### src/hw/rtl/taee_pkg.sv
package taee_pkg;

    localparam int DataW = 32;
    localparam int SlotW = 5;

    localparam logic       ActLoad = 1'b0;
    localparam logic       ActExec = 1'b1;
    localparam logic [1:0] OpMul   = 2'd0;
    localparam logic [1:0] OpAdd   = 2'd1;
    localparam logic [1:0] OpSub   = 2'd2;
    localparam logic [1:0] OpDiv   = 2'd3;

    // classified word passed from front to back
    typedef struct packed {
        logic             act;
        logic [SlotW-1:0] load_index;
        logic [DataW-1:0] load_value;
        logic [SlotW-1:0] src_a;
        logic [SlotW-1:0] src_b;
        logic [1:0]       opcode;
        logic [SlotW-1:0] dest;
        logic             is_final;
    } t_cmd;

    localparam int CmdW = $bits(t_cmd);

endpackage

### src/hw/rtl/taee_ram.sv
module taee_ram #(
    parameter int Width = 32,
    parameter int Depth = 32
) (
    input  logic                     i_clk,
    input  logic                     i_we,
    input  logic [$clog2(Depth)-1:0] i_waddr,
    input  logic [Width-1:0]         i_wdata,
    input  logic [$clog2(Depth)-1:0] i_raddr,
    output logic [Width-1:0]         o_rdata
);
    logic [Width-1:0] r_mem [Depth];

    always_ff @(posedge i_clk) begin
        if (i_we) begin
            r_mem[i_waddr] <= i_wdata;
        end
        o_rdata <= r_mem[i_raddr];
    end
endmodule

### src/hw/rtl/taee_front.sv
module taee_front import taee_pkg::*; #(
    parameter int Depth = 2
) (
    input  logic        i_clk,
    input  logic        i_rst_n,
    input  logic        i_valid,
    output logic        o_ready,
    input  t_cmd        i_cmd,
    output logic        o_valid,
    input  logic        i_ready,
    output t_cmd        o_cmd
);
    localparam int PtrW = (Depth > 1) ? $clog2(Depth) : 1;

    t_cmd             r_q [Depth];
    logic [PtrW-1:0]  r_wp, r_rp;
    logic [PtrW:0]    r_cnt;
    logic             push, pop;

    assign o_ready = (r_cnt != (PtrW+1)'(Depth));
    assign o_valid = (r_cnt != '0);
    assign o_cmd   = r_q[r_rp];
    assign push    = i_valid && o_ready;
    assign pop     = o_valid && i_ready;

    always_ff @(posedge i_clk) begin
        if (!i_rst_n) begin
            r_wp  <= '0;
            r_rp  <= '0;
            r_cnt <= '0;
        end else begin
            if (push) begin
                r_wp <= (r_wp == PtrW'(Depth-1)) ? '0 : r_wp + 1'b1;
            end
            if (pop) begin
                r_rp <= (r_rp == PtrW'(Depth-1)) ? '0 : r_rp + 1'b1;
            end
            r_cnt <= r_cnt + (PtrW+1)'(push) - (PtrW+1)'(pop);
        end
        if (push) begin
            r_q[r_wp] <= i_cmd;
        end
    end
endmodule

### src/hw/rtl/taee_div.sv
module taee_div import taee_pkg::*; (
    input  logic             i_clk,
    input  logic             i_rst_n,
    input  logic             i_start,
    input  logic [DataW-1:0] i_a,
    input  logic [DataW-1:0] i_b,
    output logic             o_done,
    output logic [DataW-1:0] o_q
);
    logic [DataW-1:0] r_rem, r_quo, r_den;
    logic [5:0]       r_cnt;
    logic             r_busy, r_neg, r_zero;
    logic [DataW:0]   trial;
    logic [DataW-1:0] shifted;

    assign shifted = {r_rem[DataW-2:0], r_quo[DataW-1]};
    assign trial   = {1'b0, shifted} - {1'b0, r_den};
    assign o_q     = r_zero ? '0 : (r_neg ? (~r_quo + 1'b1) : r_quo);

    always_ff @(posedge i_clk) begin
        if (!i_rst_n) begin
            r_busy <= 1'b0;
            o_done <= 1'b0;
            r_cnt  <= '0;
        end else begin
            o_done <= 1'b0;
            if (i_start) begin
                r_busy <= 1'b1;
                r_cnt  <= 6'd0;
            end else if (r_busy) begin
                r_cnt <= r_cnt + 1'b1;
                if (r_cnt == 6'(DataW-1)) begin
                    r_busy <= 1'b0;
                    o_done <= 1'b1;
                end
            end
        end
        if (i_start) begin
            r_rem  <= '0;
            r_quo  <= i_a[DataW-1] ? (~i_a + 1'b1) : i_a;
            r_den  <= i_b[DataW-1] ? (~i_b + 1'b1) : i_b;
            r_neg  <= i_a[DataW-1] ^ i_b[DataW-1];
            r_zero <= (i_b == '0);
        end else if (r_busy) begin
            // restoring step, one quotient bit
            r_quo <= {r_quo[DataW-2:0], ~trial[DataW]};
            r_rem <= trial[DataW] ? shifted : trial[DataW-1:0];
        end
    end
endmodule

### src/hw/rtl/taee_back.sv
module taee_back import taee_pkg::*; #(
    parameter int NumVars = 32
) (
    input  logic             i_clk,
    input  logic             i_rst_n,
    input  logic             i_valid,
    output logic             o_ready,
    input  t_cmd             i_cmd,
    output logic             o_valid,
    input  logic             i_ready,
    output logic [DataW-1:0] o_value,
    output logic             o_dbz
);
    localparam int AW = (NumVars > 1) ? $clog2(NumVars) : 1;

    localparam logic [2:0] StIdle = 3'd0;
    localparam logic [2:0] StRdA  = 3'd1;
    localparam logic [2:0] StRdB  = 3'd2;
    localparam logic [2:0] StExe  = 3'd3;
    localparam logic [2:0] StDiv  = 3'd4;
    localparam logic [2:0] StFin  = 3'd5;
    localparam logic [2:0] StCalc = 3'd6;

    logic [2:0]       r_st;
    t_cmd             r_cmd;
    logic [DataW-1:0] r_a, r_b, r_res;
    logic             r_dbz, r_ov;
    logic             we;
    logic [AW-1:0]    waddr, raddr;
    logic [DataW-1:0] wdata, rdata, q, mul, alu;
    logic             div_start, div_done;
    logic             a_in, b_in, d_in;

    function automatic logic in_range(input logic [SlotW-1:0] s);
        return (32'(s) < 32'(NumVars));
    endfunction

    assign a_in = in_range(r_cmd.src_a);
    assign b_in = in_range(r_cmd.src_b);
    assign d_in = in_range(r_cmd.dest);

    taee_ram #(.Width(DataW), .Depth(NumVars)) u_ram (
        .i_clk(i_clk), .i_we(we), .i_waddr(waddr), .i_wdata(wdata),
        .i_raddr(raddr), .o_rdata(rdata)
    );

    taee_div u_div (
        .i_clk(i_clk), .i_rst_n(i_rst_n), .i_start(div_start),
        .i_a(r_a), .i_b(r_b), .o_done(div_done), .o_q(q)
    );

    assign o_ready = (r_st == StIdle);
    assign o_valid = r_ov;
    assign mul     = r_a * r_b;
    assign div_start = (r_st == StCalc) && (r_cmd.opcode == OpDiv);

    always_comb begin
        case (r_cmd.opcode)
            OpMul:   alu = mul;
            OpAdd:   alu = r_a + r_b;
            OpSub:   alu = r_a - r_b;
            default: alu = q;
        endcase
    end

    always_comb begin
        we    = 1'b0;
        waddr = AW'(r_cmd.dest);
        wdata = r_res;
        raddr = AW'(r_cmd.src_a);
        if (r_st == StIdle && i_valid && i_cmd.act == ActLoad) begin
            we    = in_range(i_cmd.load_index);
            waddr = AW'(i_cmd.load_index);
            wdata = i_cmd.load_value;
        end else if (r_st == StFin) begin
            we = !r_cmd.is_final && d_in;
        end
        if (r_st == StRdB) begin
            raddr = AW'(r_cmd.src_b);
        end
    end

    always_ff @(posedge i_clk) begin
        if (!i_rst_n) begin
            r_st  <= StIdle;
            r_dbz <= 1'b0;
            r_ov  <= 1'b0;
        end else begin
            if (r_ov && i_ready) begin
                r_ov <= 1'b0;
            end
            case (r_st)
                StIdle: begin
                    if (i_valid && i_cmd.act == ActExec) begin
                        r_st <= StRdA;
                    end
                end
                StRdA: r_st <= StRdB;
                StRdB: r_st <= StExe;
                StExe: r_st <= StCalc;
                StCalc: r_st <= (r_cmd.opcode == OpDiv) ? StDiv : StFin;
                StDiv: begin
                    if (div_done) begin
                        r_st <= StFin;
                        if (r_b == '0) begin
                            r_dbz <= 1'b1;
                        end
                    end
                end
                StFin: begin
                    if (!r_cmd.is_final) begin
                        r_st <= StIdle;
                    end else if (!r_ov) begin
                        r_ov  <= 1'b1;
                        r_dbz <= 1'b0;
                        r_st  <= StIdle;
                    end
                end
                default: r_st <= StIdle;
            endcase
        end
        if (r_st == StIdle && i_valid) begin
            r_cmd <= i_cmd;
        end
        // store read data arrives in the cycle after the address
        if (r_st == StRdB) begin
            r_a <= a_in ? rdata : '0;
        end
        if (r_st == StExe) begin
            r_b <= b_in ? rdata : '0;
        end
        if (r_st == StCalc && r_cmd.opcode != OpDiv) begin
            r_res <= alu;
        end
        if ((r_st == StDiv && div_done)) begin
            r_res <= q;
        end
        if (r_st == StFin && r_cmd.is_final && !r_ov) begin
            o_value <= r_res;
            o_dbz   <= r_dbz;
        end
    end
endmodule

### src/hw/rtl/three_address_equation_evaluator.sv
// Load word: queued, then stored; loads stream one per cycle while the back end is idle.
// Execute word: read A, read B, execute, calculate and finish for multiply/add/subtract;
// divide adds the 32-step restoring divider before finish; both read the store twice.
// The back end runs one execute word at a time and takes no new word until back in idle.
// Final-step result sits in an output register until m_axis_tready; a second final
// step stalls meanwhile. Sync active-low reset clears queue, control, divide flag.
module three_address_equation_evaluator import taee_pkg::*; #(
    parameter int NUM_VARS = 32
) (
    input  logic        i_clk,
    input  logic        i_rst_n,
    input  logic        s_axis_tvalid,
    output logic        s_axis_tready,
    // tdata: load_index, load_value, src_a, src_b, opcode, dest, zero pad
    input  logic [55:0] s_axis_tdata,
    // tuser: action
    input  logic        s_axis_tuser,
    // tlast: is_final
    input  logic        s_axis_tlast,
    output logic        m_axis_tvalid,
    input  logic        m_axis_tready,
    // tdata: value, div_by_zero
    output logic [39:0] m_axis_tdata
);
    t_cmd             in_cmd, q_cmd;
    logic             q_valid, q_ready;
    logic [DataW-1:0] value;
    logic             dbz;

    assign in_cmd.act        = s_axis_tuser;
    assign in_cmd.load_index = s_axis_tdata[4:0];
    assign in_cmd.load_value = s_axis_tdata[36:5];
    assign in_cmd.src_a      = s_axis_tdata[41:37];
    assign in_cmd.src_b      = s_axis_tdata[46:42];
    assign in_cmd.opcode     = s_axis_tdata[48:47];
    assign in_cmd.dest       = s_axis_tdata[53:49];
    assign in_cmd.is_final   = s_axis_tlast;

    taee_front #(.Depth(2)) u_front (
        .i_clk(i_clk), .i_rst_n(i_rst_n),
        .i_valid(s_axis_tvalid), .o_ready(s_axis_tready), .i_cmd(in_cmd),
        .o_valid(q_valid), .i_ready(q_ready), .o_cmd(q_cmd)
    );

    taee_back #(.NumVars(NUM_VARS)) u_back (
        .i_clk(i_clk), .i_rst_n(i_rst_n),
        .i_valid(q_valid), .o_ready(q_ready), .i_cmd(q_cmd),
        .o_valid(m_axis_tvalid), .i_ready(m_axis_tready),
        .o_value(value), .o_dbz(dbz)
    );

    assign m_axis_tdata = {7'd0, dbz, value};
endmodule
### config.mk
export PLATFORM = sky130hd
export DESIGN_NAME = three_address_equation_evaluator
export DESIGN_NICKNAME = d
export VERILOG_FILES = /design/src/hw/rtl/taee_pkg.sv /design/src/hw/rtl/taee_ram.sv /design/src/hw/rtl/taee_front.sv /design/src/hw/rtl/taee_div.sv /design/src/hw/rtl/taee_back.sv /design/src/hw/rtl/three_address_equation_evaluator.sv
export SDC_FILE = /design/constraint.sdc
export NUM_CORES = 2
export LEC_CHECK = 0
export ABC_AREA = 1
export BUFFER_PORTS_ARGS = -buffer_cell sky130_fd_sc_hd__buf_2
export CAP_MARGIN = 10
export CORE_MARGIN = 2
export CORE_UTILIZATION = 45
export CTS_CLUSTER_DIAMETER = 60
export DETAILED_ROUTE_END_ITERATION = 12
export PLACE_DENSITY = 0.57
export SYNTH_ARGS = -nofsm -noshare
export SYNTH_HDL_FRONTEND = slang
export SYNTH_SLANG_ARGS = --single-unit
### constraint.sdc
create_clock -name i_clk -period 9.58 [get_ports i_clk]
set_clock_uncertainty 0.2 [all_clocks]
set_input_delay 1.916 -clock i_clk [delete_from_list [all_inputs] [get_ports i_clk]]
set_output_delay 1.916 -clock i_clk [all_outputs]
set_load 0.01 [all_outputs]
==> results_tabular.tex <==
\begin{tabular}{lr}
\hline
Metric & Value \\
\hline
\multicolumn{2}{l}{\textbf{Yosys}} \\
Most numerous cell types in the synthesized netlist & 1,349 x edfxtp\_1, 1,199 x nand2\_1, 1,012 x inv\_1, 806 x o21ai\_0, 769 x nor2\_1 \\
Gate Count Post-Synth & 7,403 \\
Post-synthesis compound-gate area fraction & 0.111 \\
Cell variety after synth & 63 \\
Combinational family with the most area after synthesis & adder cells \\
Count of warnings emitted by yosys & 0 \\
Area share of fa/ha/maj cells after synthesis & 0.137 \\
Number of synthesized flops with an enable pin & 1,349 \\
Cell area after synthesis & 77,600 µm² \\
Most frequent cell after synthesis & edfxtp\_1 \\
Mean instance size in the synthesized netlist & $\sim$10 µm² \\
Top area cells in the synthesized netlist & edfxtp\_1 52\%, fa\_1 11\%, nand2\_1 5.8\% \\
Fraction of registers with async set or reset after synthesis & 0 \\
Simple-gate area share of the yosys netlist & 0.121 \\
Post-synthesis xor/xnor area fraction & 0.0115 \\
Flip-flop cell with the highest count after synthesis & edfxtp\_1 \\
Register area share after synthesis & 0.543 \\
Number of flip-flops and latches in the synthesized netlist & 1,430 \\
Multiplexer area fraction after synthesis & 0.00347 \\
Proportion of netlist area held by the largest area contributor & 0.522 \\
Library cell with the largest summed area after synthesis & edfxtp\_1 \\
\multicolumn{2}{l}{\textbf{Die}} \\
Top-level port count & 104 \\
Initial Util & 0.452 \\
Chip Width & 419 µm \\
Floorplan die height & around 420 µm \\
Floorplan Core Area & 172,000 µm² \\
Placement Rows & about 150 \\
Die outline area & between 150,000 and 200,000 µm² \\
\multicolumn{2}{l}{\textbf{Setup path}} \\
Standard cell with the maximum stage delay on the critical path & edfxtp\_1 \\
Category of the worst setup path capture point & register \\
Required @ worst endpoint & 9990 ps \\
Kind of critical path & reg -> reg \\
Most repeated library cell on the critical path & fa\_1 \\
Endpoint arrival time on the critical path & 8830 ps \\
Delay contributed by the slowest stage of the critical path & 980 ps \\
Critical path startpoint category & register \\
Top fanout value on the critical path & 13 \\
\multicolumn{2}{l}{\textbf{Status}} \\
Run status & complete, no violations \\
\multicolumn{2}{l}{\textbf{Clocking}} \\
Number of sinks handled by clock tree synthesis & roughly 1,400 \\
Clock edge transition at the registers on the reported setup and hold paths & 60 ps \\
Clock buffers created by TritonCTS & 156 \\
Buffers inserted during post-CTS setup optimization & 0 \\
CTS Root Cell & clkbuf\_16 \\
Resize count post-CTS & 0 \\
Number of H-tree levels & 4 \\
Clock tree buffer depth & 3 \\
Clock latency of the later-clocked register in the worst-skew pair & 780 ps \\
Number of buffers inserted by hold repair at cts & 0 \\
CTS tree & done \\
\multicolumn{2}{l}{\textbf{Final layout}} \\
Area Growth Syn to Fin & 10.8\% \\
Number of cells in the finished layout apart from fillers & 9,834 \\
Count of filler cells inserted in the layout & 15,461 \\
Total non-filler cell area in the finished layout & 85,900 µm² \\
Post-layout utilization of the core & 0.501 \\
Nets & 8,071 \\
Fraction of final layout cells with drive strength greater than 1 & 0.0847 \\
\multicolumn{2}{l}{\textbf{GRT}} \\
Via count of the first global-routing pass & between 50,000 and 60,000 \\
Aggregate global-route resource usage & 0.263 \\
Largest net degree at the start of global routing & 185 \\
Total congestion overflow & 0 \\
Number of antenna violations at the first check in global routing & 13 \\
First-pass GRT wire length & 343,000 µm \\
\multicolumn{2}{l}{\textbf{Placed design}} \\
Post-DP HPWL & approximately 150,000 µm \\
Routability cong. & 0.920 \\
I/O Buffers & 94 \\
Total cell area at the placement stage & between 80,000 and 90,000 µm² \\
Inst Count DP & 9,552 \\
\multicolumn{2}{l}{\textbf{Timing}} \\
Hold Vio Cnt, Final & 0 \\
Max Slew Vio Count & 0 \\
Share of the clock period used by the worst path & 0.879 \\
Final Setup Violations & 0 \\
Timing-limited maximum frequency & 119 MHz \\
Worst max-slew margin expressed relative to the limit & 0.184 \\
Slew at the pin closest to its max-slew limit & 1220 ps \\
Post-route setup TNS & 0 ps \\
Time the final worst path needs with I/O delays and setup & 8420 ps \\
RSZ-0062 raised after global routing & no \\
\multicolumn{2}{l}{\textbf{Min path}} \\
Type of the worst min-delay path & reg -> reg \\
\multicolumn{2}{l}{\textbf{Drt}} \\
DRC marker count from the first detailed-route iteration & 5,505 \\
First drt pass iteration count & 8 \\
Total vias in the final route & 54,854 \\
Avg Vias per Cell & between 5 and 6 \\
DRT Wirelength & $\sim$230,000 µm \\
Routed wirelength normalized by instance count & about 24 µm \\
Detailed-route DRC error count & 0 \\
Post-DRT Antenna Nets & 0 \\
\multicolumn{2}{l}{\textbf{Flow run}} \\
Total of max-cap violations & 0 \\
\hline
\end{tabular}
[metal layers]
layer | track usage | up-vias | wire length [µm] | part of all wire
met5 | 0 | - | 13 | 0.000056
met4 | 0.0765 | 2 | 6410 | 0.028
met3 | 0.0332 | 378 | 14600 | 0.063
met2 | 0.455 | 1937 | 115000 | 0.50
met1 | 0.348 | 27515 | 95400 | 0.41
li1 | - | 25022 | - | -
[flip-flops by register name, summed over array words and instances (netlist names), 3 cells and up, named ones only]
name / count
u_back.r_res: 32
u_back.u_div.r_den: 32
u_front.r_q: 112
u_back.u_div.r_cnt: 6
u_back.u_div.r_quo: 32
u_back.r_cmd: 18
u_back.u_ram.r_mem: 1024
u_back.u_ram.o_rdata: 32
u_back.u_div.r_rem: 31
u_back.r_st: 3
u_back.r_b: 32
u_back.o_value: 32
u_back.r_a: 32
[area by class of cell]
cell class                 count  area, µm²  area share
inverter                    1028       3890      0.0452
antenna                        3       7.51   0.0000874
clock inverter                72        743     0.00865
timing repair buffer         261       1770      0.0206
tap                         2310       2890      0.0336
clock buffer                 204       4250      0.0495
multi-input combinational   4526      30300       0.352
sequential                  1430      42100       0.490
[worst paths after layout]
| path | slack (ps) | end | cells after the start | start |
|---|---|---|---|---|
| setup / recovery | 1160 | u_back.r_res[26] | 28 | u_back.r_b[2] |
| hold / removal | 230 | u_back.r_b[20] | 0 | u_back.u_ram.o_rdata[20] |
| setup reg to reg | 1160 | u_back.r_res[26] | 28 | u_back.r_b[2] |
| hold reg to reg | 230 | u_back.r_b[20] | 0 | u_back.u_ram.o_rdata[20] |
[cell usage in the layout (no fill, tap or decap), types with 9 or more instances in the layout]
cell,count
o22ai_1,72
buf_4,162
a21oi_1,169
nand2_1,1197
fa_1,410
inv_2,10
a31oi_1,55
xor2_1,61
o221ai_1,196
or2_2,13
nor4_1,11
nand3b_1,16
mux2_2,23
clkbuf_16,161
inv_1,1010
dfxtp_1,80
nand3_1,196
nand4_1,30
bufinv_16,9
nor2_1,734
o211ai_1,50
buf_2,94
o21ai_1,63
clkbuf_1,37
ha_1,196
inv_6,10
o21bai_1,15
nor3_1,46
a21o_1,17
o21ai_2,33
clkinv_1,23
o21ai_0,772
clkinv_2,20
xnor2_1,41
nor2_4,40
edfxtp_1,1349
[per-stage QoR]
stage,setup slack (ps),hold slack (ps)
finish,1160,229
global route,932,232
CTS,1290,225
detailed placement,1320,211
global placement,1350,207
floorplan,2490,204
[critical path: cells and delay by family (launching register included)]
kind            cells  cell delay (ps)
buf+inv             6              680
fa+ha+maj           9             4180
compound gates      1              340
flops               1              980
xor+xnor            1               70
simple gates       11             1810
[cell families (layout without fill, tap and decap cells)]
kind of cell	after synthesis	in the layout
AND/OR/NAND/NOR	2314	2314
flip-flops	1430	1430
buffers and inverters	1453	1565
adder cells (fa/ha/maj)	606	606
multiplexers	24	24
other	1	10
XOR/XNOR	102	102
AO/OA/AOI/OAI	1473	1473
Power is left out: the tool's default activity adds up to more than one toggle a clock period on the data nets, which glitch-free logic cannot reach.
